[src/hcg_pkg.sv]
// Package for the HOTP code generator: SHA-1 types, constants and round functions.
// No dependencies; imported by every module of the block.
package hcg_pkg;

	typedef logic [31:0] word_t;

	typedef struct packed {
		word_t a;
		word_t b;
		word_t c;
		word_t d;
		word_t e;
	} sha_state_t;

	// Element 0 is the first word of the message block.
	typedef word_t [15:0] sha_block_t;

	typedef enum logic [1:0] {
		KEY_IDLE,
		KEY_INNER,
		KEY_OUTER
	} key_fsm_t;

	localparam int unsigned ROUNDS    = 80;
	localparam int unsigned KEY_WORDS = 7;

	localparam sha_state_t SHA_INIT = '{
		a: 32'h67452301,
		b: 32'hEFCDAB89,
		c: 32'h98BADCFE,
		d: 32'h10325476,
		e: 32'hC3D2E1F0
	};

	localparam word_t IPAD_WORD      = 32'h36363636;
	localparam word_t OPAD_WORD      = 32'h5C5C5C5C;
	localparam word_t PAD_MARK       = 32'h80000000;
	localparam word_t INNER_LEN_BITS = 32'd576;
	localparam word_t OUTER_LEN_BITS = 32'd672;

	// Configuration register indexes; the key words follow the digit count.
	localparam logic [2:0] REG_DIGIT_COUNT = 3'd0;
	localparam logic [2:0] REG_KEY_BASE    = 3'd1;
	localparam logic [3:0] DIGIT_COUNT_RESET = 4'd6;
	localparam logic [3:0] DIGITS_MIN = 4'd1;
	localparam logic [3:0] DIGITS_MAX = 4'd9;

	function automatic word_t rotl(word_t x, int unsigned n);
		return (x << n) | (x >> (32 - n));
	endfunction

	// One SHA-1 round on the working state.
	function automatic sha_state_t sha_round(sha_state_t s, logic [6:0] idx, word_t w);
		word_t f;
		word_t k;
		word_t t;
		sha_state_t r;
		if (idx < 7'd20) begin
			f = (s.b & s.c) | (~s.b & s.d);
			k = 32'h5A827999;
		end else if (idx < 7'd40) begin
			f = s.b ^ s.c ^ s.d;
			k = 32'h6ED9EBA1;
		end else if (idx < 7'd60) begin
			f = (s.b & s.c) | (s.b & s.d) | (s.c & s.d);
			k = 32'h8F1BBCDC;
		end else begin
			f = s.b ^ s.c ^ s.d;
			k = 32'hCA62C1D6;
		end
		t = rotl(s.a, 5) + f + s.e + k + w;
		r.a = t;
		r.b = s.a;
		r.c = rotl(s.b, 30);
		r.d = s.c;
		r.e = s.d;
		return r;
	endfunction

	// Slide the sixteen-word schedule window by one word.
	function automatic sha_block_t sched_next(sha_block_t w);
		sha_block_t n;
		word_t x;
		x = w[13] ^ w[8] ^ w[2] ^ w[0];
		for (int j = 0; j < 15; j++) begin
			n[j] = w[j + 1];
		end
		n[15] = rotl(x, 1);
		return n;
	endfunction

	function automatic sha_state_t state_add(sha_state_t x, sha_state_t y);
		sha_state_t r;
		r.a = x.a + y.a;
		r.b = x.b + y.b;
		r.c = x.c + y.c;
		r.d = x.d + y.d;
		r.e = x.e + y.e;
		return r;
	endfunction

endpackage

[src/hcg_key_unit.sv]
// Key precompute: hashes the padded key block with ipad and with opad, one round a cycle.
// Depends on hcg_pkg.
module hcg_key_unit import hcg_pkg::*; (
	input  logic                          clk,
	input  logic                          arst_n,
	input  logic                          restart,
	input  logic [KEY_WORDS-1:0][63:0]    key,
	output logic                          busy,
	output sha_state_t                    ipad_state,
	output sha_state_t                    opad_state
);

	typedef struct packed {
		logic load_inner;
		logic load_outer;
		logic step;
		logic outer_done;
	} key_ctrl_t;

	key_fsm_t   fsm_q;
	key_fsm_t   fsm_d;
	key_ctrl_t  ctrl;
	logic       start_q;
	logic [6:0] round_q;
	logic       last;
	sha_state_t st_q;
	sha_block_t win_q;
	sha_state_t rnd_next;
	sha_state_t ipad_state_q;
	sha_state_t opad_state_q;

	function automatic sha_block_t key_block(word_t pad);
		sha_block_t b;
		for (int i = 0; i < KEY_WORDS; i++) begin
			b[2 * i]     = key[i][63:32] ^ pad;
			b[2 * i + 1] = key[i][31:0] ^ pad;
		end
		b[14] = pad;
		b[15] = pad;
		return b;
	endfunction

	assign last     = (round_q == 7'(ROUNDS - 1));
	assign rnd_next = sha_round(st_q, round_q, win_q[0]);

	// Next state.
	always_comb begin
		fsm_d = fsm_q;
		if (start_q) begin
			fsm_d = KEY_INNER;
		end else begin
			case (fsm_q)
				KEY_IDLE: fsm_d = KEY_IDLE;
				KEY_INNER: begin
					if (last) fsm_d = KEY_OUTER;
				end
				KEY_OUTER: begin
					if (last) fsm_d = KEY_IDLE;
				end
				default: fsm_d = KEY_IDLE;
			endcase
		end
	end

	// Control outputs.
	always_comb begin
		ctrl = '0;
		if (start_q) begin
			ctrl.load_inner = 1'b1;
		end else begin
			case (fsm_q)
				KEY_IDLE: ctrl = '0;
				KEY_INNER: begin
					ctrl.load_outer = last;
					ctrl.step       = !last;
				end
				KEY_OUTER: begin
					ctrl.step       = 1'b1;
					ctrl.outer_done = last;
				end
				default: ctrl = '0;
			endcase
		end
	end

	// Control registers; a precompute starts after reset and after every key write.
	always_ff @(posedge clk or negedge arst_n) begin
		if (!arst_n) begin
			fsm_q   <= KEY_IDLE;
			start_q <= 1'b1;
			round_q <= '0;
		end else begin
			fsm_q   <= fsm_d;
			start_q <= restart;
			if (ctrl.load_inner || ctrl.load_outer) begin
				round_q <= '0;
			end else if (ctrl.step) begin
				round_q <= round_q + 7'd1;
			end
		end
	end

	// Round datapath and the two saved chaining values.
	always_ff @(posedge clk) begin
		if (ctrl.load_inner) begin
			st_q  <= SHA_INIT;
			win_q <= key_block(IPAD_WORD);
		end else if (ctrl.load_outer) begin
			st_q         <= SHA_INIT;
			win_q        <= key_block(OPAD_WORD);
			ipad_state_q <= state_add(rnd_next, SHA_INIT);
		end else if (ctrl.step) begin
			st_q  <= rnd_next;
			win_q <= sched_next(win_q);
			if (ctrl.outer_done) begin
				opad_state_q <= state_add(rnd_next, SHA_INIT);
			end
		end
	end

	assign busy       = start_q || (fsm_q != KEY_IDLE);
	assign ipad_state = ipad_state_q;
	assign opad_state = opad_state_q;

endmodule

[config.mk]
export PLATFORM = sky130hd
export DESIGN_NAME = hcg_key_unit
export DESIGN_NICKNAME = d
export VERILOG_FILES = /design/src/hcg_pkg.sv /design/src/hcg_key_unit.sv
export SDC_FILE = /design/constraint.sdc
export NUM_CORES = 2
export LEC_CHECK = 0
export BUFFER_PORTS_ARGS = -buffer_cell sky130_fd_sc_hd__buf_2
export CORE_MARGIN = 1
export CORE_UTILIZATION = 45
export DETAILED_ROUTE_END_ITERATION = 8
export PLACE_DENSITY = 0.74
export SYNTH_ARGS = -nofsm -noshare
export SYNTH_HDL_FRONTEND = slang
export SYNTH_SLANG_ARGS = --single-unit
export TNS_END_PERCENT = 100
[constraint.sdc]
create_clock -name clk -period 8.6 [get_ports clk]
set_input_delay 0.86 -clock clk [delete_from_list [all_inputs] [get_ports clk]]
set_output_delay 0.86 -clock clk [all_outputs]
set_load 0.05 [all_outputs]
==> reports/qor.csv <==
metric;value;unit
drv_slew;0;
async_flop_share;0.998;%
syn_area_per_cell;12.4;µm²
max_stage_delay;0.61;ns
drc;0;
mostFrequentLayoutCells;buf_2, edfxtp_1, nand2_1;
syn_nets;4323;
area_delta_synth_final;18.6;%
vias;32700;
yosysWarnings;0;
gp_congestion;0.981;
dieArea;0.103;mm²
antenna_found_initial;42;
num_io_pins;772;
r2r_slack;1.52;ns
fin_crit;7.08;ns
post_cts_buffers;0;
h-tree-depth;3;
min_period_over_period;82.3;%
cp.arrival;7.50;ns
clk_latency;0.70;ns
placedCellCount;5627;
setup-violations-final;0;
drive_gt1_share;23.3;%
tns;0;ns
cts-root-buf;clkbuf_16;
overflow;0;
fmax;141;MHz
rr_startpoint;round_q[2];
grt_usage;26.3;%
cts_made_buffers;105;
port_buffers;771;
ant_nets;0;
dp_hpwl;103;mm
cts_sinks;1002;
fp-row-count;116;
ys_top_cells_by_area;edfxtp_1, dfxtp_1, fa_1;
fillers;8503;
clock_path_buffers;3;
wl_per_cell;23.9;µm
tritoncts;done;
r2r_cells;26;
clock_skew;0.0414;ns
final_common_cell;buf_2;
slew_headroom;18.1;%
rsz0062_at_grt;false;
initial_core_util;45.6;%
p_leak;21.2;nW
ir_worst_vdd;0.000574;V
drtPass1Iterations;5;
r2r-end;opad_state[157];
path_class;flip-flop to flip-flop;
coreArea;0.101;mm²
synth_cell_type_count;96;
ctsHoldBuffers;0;
cts.clk_slew.worst_paths;0.07;ns
seq_area_frac_synth;60.6;%
crit_path_start_kind;flip-flop;
finalHoldViolations;0;
power.density;430;mW/mm²
cap_violations;0;
grt_max_degree;216;
cp-startpoint;round_q[2];
viasPerCell;5.59;
cts_resized;0;
synth_seq_cells;1002;
tightest_slew;1.22;ns
synth_edf_count;768;
cp_max_fo;19;
wirelength;140;mm
synth-main-ff-cell;edfxtp_1;
die_h;321;µm
min_path_type;input pin to asynchronous set/reset pin;
worstSetupEndpoint;opad_state[157];
die_x;321;µm
required;9.03;ns
grt_pass1_vias;32000;
grt_pass1_wl;201;mm
syn_inst;3707;
synth_top_area_share;50.3;%
drt_first_iter_violations;3174;
synth_top_area_cell;edfxtp_1;
nets;4993;
outcome;finished, final reports clean;
worst_setup_path_end_kind;flip-flop;
synth_area;0.0459;mm²
final_cell_count_no_fill;5849;
cp_slowest_cell;a211oi_1;
==> power breakdown <==
| group | internal (mW) | leakage, nW | switching, mW |
|---|---|---|---|
| Clock | 2.68 | 1.70 | 1.97 |
| Sequential | 6.94 | 9.52 | 0.624 |
| Combinational | 4.19 | 10.0 | 7.01 |
| Total | 13.8 | 21.2 | 9.60 |
==> state kept, by name (all words and copies together) (netlist names) <==
| name | flops |
|---|---|
| rnd_next | 96 |
| st_q | 64 |
| start_q | 1 |
| fsm_q | 2 |
| ipad_state | 160 |
| win_q | 512 |
| round_q | 7 |
| opad_state | 160 |
==> how the worst min path moves through the flow <==
| stage | cells past startpoint | endpoint | from | slack [ns] |
|---|---|---|---|---|
| after floorplan | 2 | win_q[480] | win_q[480] | 0.43 |
| after global placement | 2 | win_q[504] | win_q[504] | 0.44 |
| after detailed placement | 2 | win_q[511] | win_q[511] | 0.44 |
| after CTS | 1 | round_q[2] | arst_n | 0.03 |
| after global routing | 1 | round_q[2] | arst_n | 0.06 |
| final | 1 | round_q[2] | arst_n | 0.05 |
==> final cells by class <==
cell class | instances | area (µm²) | area share, %
clock buffers | 133 | 2840 | 5.21
flip-flops and latches | 1002 | 27800 | 51.1
well taps | 1357 | 1700 | 3.12
multi-input cells | 2207 | 16200 | 29.8
diodes | 26 | 65.1 | 0.120
inverters | 259 | 990 | 1.82
clock inverters | 63 | 658 | 1.21
repair buffers | 802 | 4140 | 7.61
==> synthesized netlist by cell type, types with 6 or more instances <==
master	instances
edfxtp_1	768
nand2_1	366
inv_1	255
dfxtp_1	224
clkbuf_1	207
o21ai_0	197
xnor2_1	173
a22o_1	157
a21oi_1	153
nor2_1	136
nand3_1	126
fa_1	120
o211ai_1	114
xor2_1	85
a221o_1	78
nor3_1	71
a221oi_1	68
ha_1	45
o22a_1	39
o221a_2	25
mux2i_1	24
buf_1	20
a22oi_1	19
o21a_1	16
o21ai_1	15
o22ai_1	13
and3_1	12
nand2b_1	11
dfrtp_1	9
o221ai_1	9
a21o_1	8
nand4_1	8
a211oi_1	7
o211a_1	7
o31ai_1	7
or3_1	7
a31oi_1	6
nor4_1	6
==> critical path: cells and delay by family, from the launching register on <==
| kind | cells | cell delay [ns] |
|---|---|---|
| AO/OA/AOI/OAI | 7 | 2.13 |
| adder cells (fa/ha/maj) | 5 | 1.88 |
| AND/OR/NAND/NOR | 7 | 1.08 |
| buffers and inverters | 6 | 1.08 |
| flip-flops | 1 | 0.44 |
| XOR/XNOR | 1 | 0.19 |
==> metrics by stage <==
| step | utilization, % | setup slack (ns) | power, mW | hold slack, ns | cell area, µm² |
|---|---|---|---|---|---|
| 6_report | 54.1 | 1.52 | 23.4 | 0.0533 | 54400 |
| 4_1_cts | 54.0 | 1.59 | 23.5 | 0.0297 | 54300 |
| 3_3_place_gp | 50.5 | 1.76 | 18.5 | 0.437 | 50800 |
| 5_1_grt | 54.1 | 1.06 | 24.7 | 0.0571 | 54400 |
| 2_1_floorplan | - | 0.702 | 15.6 | 0.425 | 45900 |
| 3_5_place_dp | 50.5 | 1.60 | 18.9 | 0.443 | 50800 |
==> kinds of logic after synthesis <==
logic type | synth area share, %
adder cells (fa/ha/maj) | 6.46
flip-flops | 60.6
AO/OA/AOI/OAI | 15.7
multiplexers | 0.524
buffers and inverters | 4.18
XOR/XNOR | 5.03
AND/OR/NAND/NOR | 7.48
==> metal layers <==
metal  wire length (µm)  vias up  track usage [%]
li1                   -    15100                -
met1              53800    16100             31.7
met2              71200     1245             45.8
met3               9210      270             5.10
met4               5310       32             11.0
met5                192        -                0
Power figures use the tool's default switching activity.
