--- config.mk ---
export PLATFORM = sky130hd
export DESIGN_NAME = hcg_digits
export DESIGN_NICKNAME = d
export VERILOG_FILES = /design/src/hcg_pkg.sv /design/src/hcg_digits.sv
export SDC_FILE = /design/constraint.sdc
export NUM_CORES = 1
export LEC_CHECK = 0
export BUFFER_PORTS_ARGS = -buffer_cell sky130_fd_sc_hd__buf_4
export CORE_MARGIN = 4
export CORE_UTILIZATION = 47
export CTS_BUF_LIST = sky130_fd_sc_hd__clkbuf_2 sky130_fd_sc_hd__clkbuf_4 sky130_fd_sc_hd__clkbuf_8
export DETAILED_ROUTE_END_ITERATION = 8
export GPL_ROUTABILITY_DRIVEN = 0
export REMOVE_ABC_BUFFERS = 1
export SETUP_SLACK_MARGIN = 0.5
export SYNTH_ARGS = -nofsm -noshare
export SYNTH_HDL_FRONTEND = slang
export SYNTH_SLANG_ARGS = --single-unit
--- constraint.sdc ---
create_clock -name clk -period 8.95 [get_ports clk]
set_input_delay 1.3425 -clock clk [delete_from_list [all_inputs] [get_ports clk]]
set_output_delay 1.3425 -clock clk [all_outputs]
set_load 0.02 [all_outputs]
--- src/hcg_pkg.sv ---
// Package for the HOTP code generator: SHA-1 types, constants and round functions.
// No dependencies; imported by every module of the block.
package hcg_pkg;

	typedef logic [31:0] word_t;

	typedef struct packed {
		word_t a;
		word_t b;
		word_t c;
		word_t d;
		word_t e;
	} sha_state_t;

	// Element 0 is the first word of the message block.
	typedef word_t [15:0] sha_block_t;

	typedef enum logic [1:0] {
		KEY_IDLE,
		KEY_INNER,
		KEY_OUTER
	} key_fsm_t;

	localparam int unsigned ROUNDS    = 80;
	localparam int unsigned KEY_WORDS = 7;

	localparam sha_state_t SHA_INIT = '{
		a: 32'h67452301,
		b: 32'hEFCDAB89,
		c: 32'h98BADCFE,
		d: 32'h10325476,
		e: 32'hC3D2E1F0
	};

	localparam word_t IPAD_WORD      = 32'h36363636;
	localparam word_t OPAD_WORD      = 32'h5C5C5C5C;
	localparam word_t PAD_MARK       = 32'h80000000;
	localparam word_t INNER_LEN_BITS = 32'd576;
	localparam word_t OUTER_LEN_BITS = 32'd672;

	// Configuration register indexes; the key words follow the digit count.
	localparam logic [2:0] REG_DIGIT_COUNT = 3'd0;
	localparam logic [2:0] REG_KEY_BASE    = 3'd1;
	localparam logic [3:0] DIGIT_COUNT_RESET = 4'd6;
	localparam logic [3:0] DIGITS_MIN = 4'd1;
	localparam logic [3:0] DIGITS_MAX = 4'd9;

	function automatic word_t rotl(word_t x, int unsigned n);
		return (x << n) | (x >> (32 - n));
	endfunction

	// One SHA-1 round on the working state.
	function automatic sha_state_t sha_round(sha_state_t s, logic [6:0] idx, word_t w);
		word_t f;
		word_t k;
		word_t t;
		sha_state_t r;
		if (idx < 7'd20) begin
			f = (s.b & s.c) | (~s.b & s.d);
			k = 32'h5A827999;
		end else if (idx < 7'd40) begin
			f = s.b ^ s.c ^ s.d;
			k = 32'h6ED9EBA1;
		end else if (idx < 7'd60) begin
			f = (s.b & s.c) | (s.b & s.d) | (s.c & s.d);
			k = 32'h8F1BBCDC;
		end else begin
			f = s.b ^ s.c ^ s.d;
			k = 32'hCA62C1D6;
		end
		t = rotl(s.a, 5) + f + s.e + k + w;
		r.a = t;
		r.b = s.a;
		r.c = rotl(s.b, 30);
		r.d = s.c;
		r.e = s.d;
		return r;
	endfunction

	// Slide the sixteen-word schedule window by one word.
	function automatic sha_block_t sched_next(sha_block_t w);
		sha_block_t n;
		word_t x;
		x = w[13] ^ w[8] ^ w[2] ^ w[0];
		for (int j = 0; j < 15; j++) begin
			n[j] = w[j + 1];
		end
		n[15] = rotl(x, 1);
		return n;
	endfunction

	function automatic sha_state_t state_add(sha_state_t x, sha_state_t y);
		sha_state_t r;
		r.a = x.a + y.a;
		r.b = x.b + y.b;
		r.c = x.c + y.c;
		r.d = x.d + y.d;
		r.e = x.e + y.e;
		return r;
	endfunction

endpackage

--- src/hcg_digits.sv ---
// Decimal back end: binary to BCD, digit masking and BCD back to binary, plus output register.
// Depends on hcg_pkg.
module hcg_digits import hcg_pkg::*; (
	input  logic        clk,
	input  logic        arst_n,
	input  logic        adv,
	input  logic        in_vld,
	input  logic [30:0] trunc,
	input  logic [3:0]  digit_count,
	output logic        out_vld,
	output logic [30:0] truncated_value,
	output logic [29:0] otp_value,
	output logic [35:0] otp_bcd
);

	localparam int unsigned BIN_W      = 31;
	localparam int unsigned BCD_W      = 40;
	localparam int unsigned DAB_STEPS  = 4;
	localparam int unsigned DAB_STAGES = (BIN_W + DAB_STEPS - 1) / DAB_STEPS;

	typedef struct packed {
		logic [BCD_W-1:0] bcd;
		logic [BIN_W-1:0] bin;
	} dab_t;

	dab_t        dab_s       [DAB_STAGES];
	logic [30:0] dab_trunc_s [DAB_STAGES];
	logic        dab_vld_s   [DAB_STAGES];

	logic [35:0] msk_bcd_s2;
	logic [30:0] msk_trunc_s2;
	logic        msk_vld_s2;
	logic [2:0][9:0] grp_s3;
	logic [35:0] grp_bcd_s3;
	logic [30:0] grp_trunc_s3;
	logic        grp_vld_s3;
	logic [29:0] otp_value_q;
	logic [35:0] otp_bcd_q;
	logic [30:0] trunc_q;
	logic        out_vld_q;

	logic [3:0]  digits_sat;
	logic [35:0] digit_mask;
	logic [2:0][9:0] grp_d;

	// Shift-and-add-three over up to four input bits.
	function automatic dab_t dabble(dab_t x, int unsigned base);
		dab_t y;
		y = x;
		for (int k = 0; k < DAB_STEPS; k++) begin
			if (base + k < BIN_W) begin
				for (int i = 0; i < BCD_W / 4; i++) begin
					if (y.bcd[4 * i +: 4] >= 4'd5) begin
						y.bcd[4 * i +: 4] = y.bcd[4 * i +: 4] + 4'd3;
					end
				end
				y.bcd = {y.bcd[BCD_W-2:0], y.bin[BIN_W-1]};
				y.bin = {y.bin[BIN_W-2:0], 1'b0};
			end
		end
		return y;
	endfunction

	// Conversion stages.
	for (genvar s = 0; s < DAB_STAGES; s++) begin : g_dab
		dab_t        prev;
		logic [30:0] prev_trunc;
		logic        prev_vld;

		assign prev       = (s == 0) ? dab_t'{bcd: '0, bin: trunc}
		                             : dab_s[(s == 0) ? 0 : s - 1];
		assign prev_trunc = (s == 0) ? trunc  : dab_trunc_s[(s == 0) ? 0 : s - 1];
		assign prev_vld   = (s == 0) ? in_vld : dab_vld_s[(s == 0) ? 0 : s - 1];

		always_ff @(posedge clk or negedge arst_n) begin
			if (!arst_n) begin
				dab_vld_s[s] <= 1'b0;
			end else if (adv) begin
				dab_vld_s[s] <= prev_vld;
			end
		end

		always_ff @(posedge clk) begin
			if (adv) begin
				dab_s[s]       <= dabble(prev, s * DAB_STEPS);
				dab_trunc_s[s] <= prev_trunc;
			end
		end
	end

	// Clamp the digit count and keep only the digits in use.
	always_comb begin
		if (digit_count < DIGITS_MIN) begin
			digits_sat = DIGITS_MIN;
		end else if (digit_count > DIGITS_MAX) begin
			digits_sat = DIGITS_MAX;
		end else begin
			digits_sat = digit_count;
		end
		for (int i = 0; i < 9; i++) begin
			digit_mask[4 * i +: 4] = (4'(i) < digits_sat) ? 4'hF : 4'h0;
		end
	end

	// Three-digit groups in binary.
	always_comb begin
		for (int j = 0; j < 3; j++) begin
			grp_d[j] = 10'(msk_bcd_s2[12 * j + 8 +: 4]) * 10'd100
			         + 10'(msk_bcd_s2[12 * j + 4 +: 4]) * 10'd10
			         + 10'(msk_bcd_s2[12 * j +: 4]);
		end
	end

	always_ff @(posedge clk or negedge arst_n) begin
		if (!arst_n) begin
			msk_vld_s2 <= 1'b0;
			grp_vld_s3 <= 1'b0;
			out_vld_q  <= 1'b0;
		end else if (adv) begin
			msk_vld_s2 <= dab_vld_s[DAB_STAGES - 1];
			grp_vld_s3 <= msk_vld_s2;
			out_vld_q  <= grp_vld_s3;
		end
	end

	// Mask, group and final recombination stages.
	always_ff @(posedge clk) begin
		if (adv) begin
			msk_bcd_s2   <= dab_s[DAB_STAGES - 1].bcd[35:0] & digit_mask;
			msk_trunc_s2 <= dab_trunc_s[DAB_STAGES - 1];
			grp_s3       <= grp_d;
			grp_bcd_s3   <= msk_bcd_s2;
			grp_trunc_s3 <= msk_trunc_s2;
			otp_value_q  <= 30'(grp_s3[2]) * 30'd1000000
			              + 30'(grp_s3[1]) * 30'd1000
			              + 30'(grp_s3[0]);
			otp_bcd_q    <= grp_bcd_s3;
			trunc_q      <= grp_trunc_s3;
		end
	end

	assign out_vld         = out_vld_q;
	assign truncated_value = trunc_q;
	assign otp_value       = otp_value_q;
	assign otp_bcd         = otp_bcd_q;

endmodule
==> flow_summary.json, run 1 <==
{
  "status": "finished, final reports clean",
  "rsz0062_at_grt": "false",
  "postCtsHoldBufs": 0,
  "cap_violations": 0,
  "core-area_um2": 88800,
  "period_minus_slack_ps": 6510,
  "numPortBuffers": 136,
  "fp.dieH_um": 308,
  "pre_cts_ws_ps": 2450,
  "clk_latency_ps": 790,
  "start_kind": "flip-flop",
  "syn_to_final_growth_pct": 11.7,
  "slowest_delay_ps": 560,
  "start_util": 0.476,
  "reg2reg_setup_slack_ps": 2440,
  "fin_ws_ps": 2440,
  "overflow": 0,
  "synthCells": 3460,
  "cts_tree": "done",
  "nets": 4337,
  "dieArea_um2": 94800,
  "synth_ff_type": "edfxtp_1",
  "required_ps": 9420,
  "cts-root-buf": "clkbuf_8",
  "htree_num_levels": 3,
  "yosysTopAreaCell": "edfxtp_1",
  "layout_commonest_cell": "edfxtp_1",
  "hold_viol": 0,
  "fin_setup_tns_ps": 0,
  "yosysUniqueCellTypes": 77,
  "fin_crit_sh": 0.728,
  "synth_edf_count": 677,
  "yosysTopAreaCellShare": 0.481,
  "criticalPathCategory": "flip-flop to flip-flop",
  "grt_max_degree": 188,
  "hpwl_um": 46800,
  "drive_above_1_share": 0.131,
  "synth.avg_cell_area_um2": 12.2,
  "vias": 24537,
  "viasPerCell": 4.93,
  "cts_buffers": 118,
  "num_rows": 109,
  "cp-end-kind": "flip-flop",
  "track_usage": 0.138,
  "final_core_util": 0.532,
  "relSlewSlack": 0.348,
  "max_freq_mhz": 154,
  "crit_arrival_ps": 6980,
  "yosysSeqAreaShare": 0.487,
  "synthArstFlopShare": 0.0160,
  "routed_wl_um": 64400,
  "yosys_register_bits": 688,
  "grt_pass1_vias": 24424,
  "worstPathMaxFanout": 5,
  "die_w_um": 308,
  "cts_buffer_depth": 3,
  "worstMarginPinSlew_ps": 978,
  "antenna_found_initial": 1,
  "io_pins": 137,
  "cts_setup_buffers": 0,
  "fillers": 7687,
  "hold_start": "dab_trunc_s[2][11]",
  "synthTopCellsByArea": "edfxtp_1 48%, ha_1 15%, xnor2_1 4.2%",
  "grt_pass1_wl_um": 110000,
  "setup_viol": 0,
  "first_iter_violations": 935,
  "reg2reg_from": "grp_s3[11]",
  "clk_pin_slew_ps": 60,
  "hold_path_class": "flip-flop to flip-flop",
  "cts_resized": 0,
  "critical_path.slowest_cell": "fa_1",
  "cts_sinks": 688,
  "synth_area_um2": 42300,
  "drv_slew": 0,
  "dr.pass1.iters": 4,
  "crit_top_cell": "fa_1",
  "drc": 0,
  "cp-startpoint": "grp_s3[11]",
  "synth_warnings": 0,
  "ant_nets": 0,
  "layout_common_cells": "677 x edfxtp_1, 508 x ha_1, 436 x inv_1",
  "critical_path.cell_chain": "fa_1, fa_1, inv_1, fa_1, fa_1, inv_1, ha_1, o21ai_0, a21boi_0, o21ai_0, a21boi_0, o2111ai_1, a31oi_1, xor2_1, ha_1, ha_1, a2111oi_0, o21ai_0, a31oi_1, o21bai_1, nand3_1, xnor2_1",
  "wl_per_cell_um": 12.9,
  "fin_skew_ps": 58.8
}
logic make-up (layout without fill, tap and decap cells):
logic type,count (synthesis),after routing,share of synthesized area
multiplexers,259,259,0.0656
other,0,1,0
AND/OR/NAND/NOR,628,628,0.0798
adder cells (fa/ha/maj),583,583,0.186
buffers and inverters,449,797,0.0399
XOR/XNOR,229,229,0.0474
flip-flops,688,688,0.487
AO/OA/AOI/OAI,624,624,0.0943
synthesized netlist by cell type (all sizes together), types with 3 or more instances:
library cell and count:
nand3b 9, dfrtp 11, nand4 4, a21o 40
a21oi 271, edfxtp 677, o21ba 3, nor2b 108
o21bai 20, a21bo 9, ha 508, and2 23
nor4 4, or3 4, nand2b 113, o211a 5
xnor2 205, a311oi 7, and3 5, a2111oi 6
o21ai 118, o21a 51, mux2 89, inv 440
fa 75, mux2i 170, clkbuf 8, a211oi 9
or2 3, a31oi 12, nor3b 58, a22oi 4
o211ai 8, xor2 24, nand3 21, o22a 5
o22ai 6, nand2 81, nor3 32, a21boi 34
nor2 157
critical path, delay by kind of cell, from the launching register on:
family,cells,cell delay [ps]
AO/OA/AOI/OAI,10,2270
XOR/XNOR,2,260
adder cells (fa/ha/maj),7,3010
buffers and inverters,2,100
flip-flops,1,480
AND/OR/NAND/NOR,1,110
sequential cells by signal, indices dropped and copies added (netlist names):
signal           count
otp_bcd             35
out_vld              1
grp_s3              30
dab_vld_s            1
grp_vld_s3           1
dab_s              172
dab_trunc_s        248
msk_bcd_s2          36
msk_trunc_s2        31
otp_value           30
g_dab.prev_vld       7
truncated_value     31
grp_bcd_s3          33
msk_vld_s2           1
grp_trunc_s3        31
worst paths after layout:
| check | end | depth (start not counted) |
|---|---|---|
| setup / recovery | otp_value[28] | 22 |
| hold / removal | dab_trunc_s[3][11] | 0 |
| setup reg to reg | otp_value[28] | 22 |
| hold reg to reg | dab_trunc_s[3][11] | 0 |
| max in group asynchronous | g_dab[5].prev_vld | 1 |
| min in group asynchronous | g_dab[7].prev_vld | 1 |
metal layers:
metal | GRT usage | routed length [um]
met1 | 0.162 | 28500
met2 | 0.252 | 32100
met3 | 0.0287 | 2200
met4 | 0.0434 | 1620
met5 | 0 | 0
per-stage QoR:
step           std cells  instance area [um^2]  hold WS, ps
2_1_floorplan       3451                 42300          400
3_3_place_gp        4760                 44800          400
3_5_place_dp        4760                 44800          405
4_1_cts             4973                 47200          312
5_1_grt             4974                 47200          338
6_report            4974                 47200          392
layout make-up:
type                       count  area (um^2)  area share
antenna                        1         2.50   0.0000530
clock buffer                 156         1910      0.0404
clock inverter                57          503      0.0107
inverter                     440         1650      0.0350
multi-input combinational   2323        20000       0.423
sequential                   688        20600       0.436
tap                         1165         1460      0.0309
timing repair buffer         144         1100      0.0233
Power of run 1 is left out: the tool's default activity adds up to more than one toggle a clock period on the data nets, which glitch-free logic cannot reach.
==> inputs of run 2 (changes only) <==
==> constraint.sdc (replaced) <==
create_clock -name clk -period 6.14 [get_ports clk]
set_input_delay 0.921 -clock clk [delete_from_list [all_inputs] [get_ports clk]]
set_output_delay 0.921 -clock clk [all_outputs]
set_load 0.02 [all_outputs]
==> run 2 against run 1 <==
Die area unchanged. Critical path depth up 2. Core utilization up 0.65 points. Sequential share of layout area down 0.53 points. Routed wire length down 0.66%. Critical path type unchanged. Critical endpoint is now otp_value[20]. Highest routed layer unchanged.
==> flow_summary.json, run 2 (synthesis results as in run 1) <==
{
  "status": "finished, final reports clean",
  "io_pins": 137,
  "dr.pass1.iters": 4,
  "relSlewSlack": 0.363,
  "syn_to_final_growth_pct": 13.0,
  "largestRegisters": "dab_trunc_s (248), dab_s (172), msk_bcd_s2 (36)",
  "worstPathMaxFanout": 4,
  "cts_tree": "done",
  "cts_sinks": 688,
  "fin_crit_sh": 0.935,
  "dieArea_um2": 94800,
  "overflow": 0,
  "first_iter_violations": 841,
  "fp.dieH_um": 308,
  "htree_num_levels": 3,
  "setup_viol": 0,
  "min_path_cells": 1,
  "rsz0062_at_grt": "true",
  "hpwl_um": 46300,
  "hold_path_class": "input port to flip-flop",
  "cap_violations": 0,
  "cp-end-kind": "flip-flop",
  "grt_pass1_vias": 24715,
  "drive_above_1_share": 0.148,
  "drc": 0,
  "track_usage": 0.138,
  "period_minus_slack_ps": 5740,
  "start_kind": "flip-flop",
  "reg2reg_setup_slack_ps": 400,
  "fin_ws_ps": 397,
  "ant_nets": 0,
  "regMostFlops": "dab_trunc_s",
  "required_ps": 6640,
  "start_util": 0.476,
  "grt_max_degree": 139,
  "drv_slew": 0,
  "wl_per_cell_um": 12.8,
  "fin_cells": 4993,
  "layout_commonest_cell": "edfxtp_1",
  "clk_latency_ps": 760,
  "clk_pin_slew_ps": 60,
  "cts_buffer_depth": 3,
  "placed_cells_incl_taps": 4784,
  "cts_buffers": 116,
  "pre_cts_ws_ps": -136,
  "die_w_um": 308,
  "num_rows": 109,
  "core-area_um2": 88800,
  "vias": 24589,
  "worstMarginPinSlew_ps": 955,
  "fin_skew_ps": 40.1,
  "cts-root-buf": "clkbuf_8",
  "numPortBuffers": 136,
  "max_freq_mhz": 174,
  "reg2regPathDepth": 24,
  "hold_viol": 0,
  "reg2reg_from": "grp_s3[10]",
  "hold_start": "trunc[17]",
  "crit_arrival_ps": 6240,
  "routed_wl_um": 64000,
  "viasPerCell": 4.92,
  "nets": 4365,
  "antenna_found_initial": 1,
  "r2r-end": "otp_value[20]",
  "criticalPathCategory": "flip-flop to flip-flop",
  "hold-path-endpoint": "dab_trunc_s[0][17]",
  "layout_common_cells": "677 x edfxtp_1, 494 x ha_1, 430 x inv_1",
  "largest_reg_flops": 248,
  "fillers": 7702,
  "grt_pass1_wl_um": 111000
}
-- run 2: what timing repair did --
item	4_1_cts	5_1_grt
setup buffers	2	3
endpoints found under the setup margin	15	14
pin swaps	43	22
endpoints found under the hold margin	11	0
resized for setup	48	17
hold buffers	1	0
-- run 2: worst max path at each step --
stage,slack [ps],startpoint,end
6_report,400,grp_s3[10],otp_value[20]
3_3_place_gp,-140,grp_s3[12],otp_value[26]
4_1_cts,440,grp_s3[11],otp_value[28]
2_1_floorplan,200,grp_s3[11],otp_value[21]
5_1_grt,140,grp_s3[10],otp_value[26]
3_5_place_dp,-140,grp_s3[12],otp_value[28]
-- run 2: worst max-delay path, cell delays in order, from the launching register on --
cell       delay (ps)
edfxtp_1          420
fa_1              550
fa_1              500
inv_1              40
fa_1              440
fa_1              500
inv_2              50
ha_4              230
o21ai_2            90
a21boi_4           80
o21ai_2           190
a21boi_2          100
o2111ai_2         230
nand2_1            90
nor2_1            140
xnor2_1            90
ha_1              330
ha_4              230
buf_4             150
and3_4            150
a221o_1           350
a31oi_4           230
buf_4             140
buf_4              90
xnor2_1            60
-- run 2: metrics by stage --
stage	setup TNS, ps	area [um^2]	hold WS, ps	util
2_1_floorplan	0	42300	400	-
3_3_place_gp	-1020	45000	400	0.507
3_5_place_dp	-918	45000	405	0.507
4_1_cts	0	47700	211	0.537
5_1_grt	0	47800	251	0.538
6_report	0	47800	331	0.538
-- run 2: layout make-up --
cell class / instances / area [um^2] / share of cell area
antenna: 2 / 5.00 / 0.000105
clock buffer: 150 / 1850 / 0.0387
clock inverter: 51 / 509 / 0.0107
inverter: 440 / 1650 / 0.0345
multi-input combinational: 2323 / 20400 / 0.426
sequential: 688 / 20600 / 0.431
tap: 1165 / 1460 / 0.0305
timing repair buffer: 174 / 1370 / 0.0287
-- run 2: metal layers --
layer / GRT usage / wire length [um] / up-vias
li1: - / - / 12861
met1: 0.161 / 27600 / 11400
met2: 0.256 / 32800 / 233
met3: 0.0248 / 2120 / 95
met4: 0.0472 / 1490 / 0
met5: 0 / 0 / -
Power of run 2 is left out for the same reason.
==> inputs of run 3 (changes only) <==
--- a/config.mk
+++ b/config.mk
@@ -12,7 +12,6 @@
 export DETAILED_ROUTE_END_ITERATION = 8
 export GPL_ROUTABILITY_DRIVEN = 0
 export REMOVE_ABC_BUFFERS = 1
-export SETUP_SLACK_MARGIN = 0.5
 export SYNTH_ARGS = -nofsm -noshare
 export SYNTH_HDL_FRONTEND = slang
 export SYNTH_SLANG_ARGS = --single-unit
==> run 3 against run 2 <==
Routed wire length shrank 0.60%. Worst hold slack is essentially flat. Final area fell by 0.38%. Critical path type unchanged.
==> flow_summary.json, run 3 (synthesis results as in run 1) <==
{
  "routed_wl_um": 63600,
  "worstPathMaxFanout": 5,
  "fin_skew_ps": 40.8,
  "drc": 0,
  "grt_pass1_vias": 24577,
  "ant_nets": 0,
  "dr.pass1.iters": 4,
  "htree_num_levels": 3,
  "reg2regPathDepth": 24,
  "cts_buffer_depth": 3,
  "nets": 4363,
  "hold_viol": 0,
  "start_kind": "flip-flop",
  "fin_crit_sh": 0.957,
  "core-area_um2": 88800,
  "dieArea_um2": 94800,
  "placed_cells_incl_taps": 4784,
  "track_usage": 0.137,
  "hold_path_class": "input port to flip-flop",
  "layout_common_cells": "677 x edfxtp_1, 502 x ha_1, 436 x inv_1",
  "fillers": 7713,
  "numPortBuffers": 136,
  "first_iter_violations": 836,
  "grt_pass1_wl_um": 110000,
  "fin_ws_ps": 266,
  "worstMarginPinSlew_ps": 951,
  "viasPerCell": 4.93,
  "syn_to_final_growth_pct": 12.6,
  "cts_tree": "done",
  "regArea_um2": 20600,
  "grt_max_degree": 139,
  "largestRegisters": "dab_trunc_s (248), dab_s (172), msk_bcd_s2 (36)",
  "max_freq_mhz": 170,
  "fin_cells": 4991,
  "fin_setup_tns_ps": 0,
  "layout_commonest_cell": "edfxtp_1",
  "largest_reg_flops": 248,
  "period_minus_slack_ps": 5870,
  "status": "finished, final reports clean",
  "clk_latency_ps": 760,
  "crit_arrival_ps": 6360,
  "multi_input_area_um2": 20200,
  "relSlewSlack": 0.366,
  "min_path_cells": 1,
  "antenna_found_initial": 1,
  "regMostFlops": "dab_trunc_s",
  "clk_pin_slew_ps": 60,
  "cts-root-buf": "clkbuf_8",
  "start_util": 0.476,
  "cap_violations": 0,
  "required_ps": 6630,
  "vias": 24607,
  "cts_buffers": 116,
  "cp-end-kind": "flip-flop",
  "io_pins": 137,
  "fp.dieH_um": 308,
  "setup_viol": 0,
  "pre_cts_ws_ps": -136,
  "num_rows": 109,
  "overflow": 0,
  "die_w_um": 308,
  "hpwl_um": 46300,
  "criticalPathCategory": "flip-flop to flip-flop",
  "drive_above_1_share": 0.142,
  "cts_sinks": 688,
  "drv_slew": 0,
  "wl_per_cell_um": 12.7
}
-- run 3: cell types whose count changed in the layout (fill, tap and decap cells not counted), sizes merged --
| cell | delta |
|---|---|
| buf | -2 |
-- run 3: path summary, 6_finish.rpt --
path	startpoint	to	slack [ps]
min in group asynchronous	arst_n	g_dab[5].prev_vld	560
hold reg to reg	dab_trunc_s[4][14]	dab_trunc_s[5][14]	410
setup reg to reg	grp_s3[11]	otp_value[21]	270
setup / recovery	grp_s3[11]	otp_value[21]	270
hold / removal	trunc[17]	dab_trunc_s[0][17]	330
max in group asynchronous	arst_n	msk_vld_s2	5440
-- run 3: per-layer routing --
layer	routed length, um	GRT usage	vias up	share of wire
li1	-	-	12854	-
met1	27400	0.160	11424	0.43
met2	32600	0.253	238	0.51
met3	2110	0.0248	91	0.033
met4	1470	0.0469	0	0.023
met5	0	0	-	0
-- run 3: cell type report --
class	instances	area share
antenna	2	0.000105
clock buffer	150	0.0389
clock inverter	51	0.0107
inverter	440	0.0347
multi-input combinational	2323	0.424
sequential	688	0.433
tap	1165	0.0306
timing repair buffer	172	0.0284
-- run 3: critical path: stages (launching register included) --
cell       delay, ps
edfxtp_1         410
buf_4            170
inv_1             70
fa_1             440
fa_1             510
fa_1             430
fa_1             510
inv_1             40
ha_1             290
a21boi_2         170
o21ai_2          170
a21boi_2          90
o2111ai_2        200
nand2_1          100
nor2_2           100
xnor2_1          120
ha_1             250
ha_1             310
a21o_1           180
a21oi_1          130
nor2b_1           60
a311o_1          350
a21oi_2          190
o21bai_4         120
xor2_1           170
-- run 3: stage by stage --
stage / util / instance area, um^2 / hold slack, ps
6_report: 0.536 / 47600 / 330
5_1_grt: 0.536 / 47600 / 251
4_1_cts: 0.534 / 47400 / 211
3_5_place_dp: 0.507 / 45000 / 405
3_3_place_gp: 0.507 / 45000 / 400
2_1_floorplan: - / 42300 / 400
-- run 3: repair_timing --
action / in CTS / in global routing
buffers inserted: 0 / 3
endpoints found under the hold margin: 11 / 0
pin swaps: 2 / 20
resized for setup: 4 / 33
endpoints found under the setup margin: 9 / 12
hold buffers: 1 / 0
Power of run 3 is left out for the same reason.
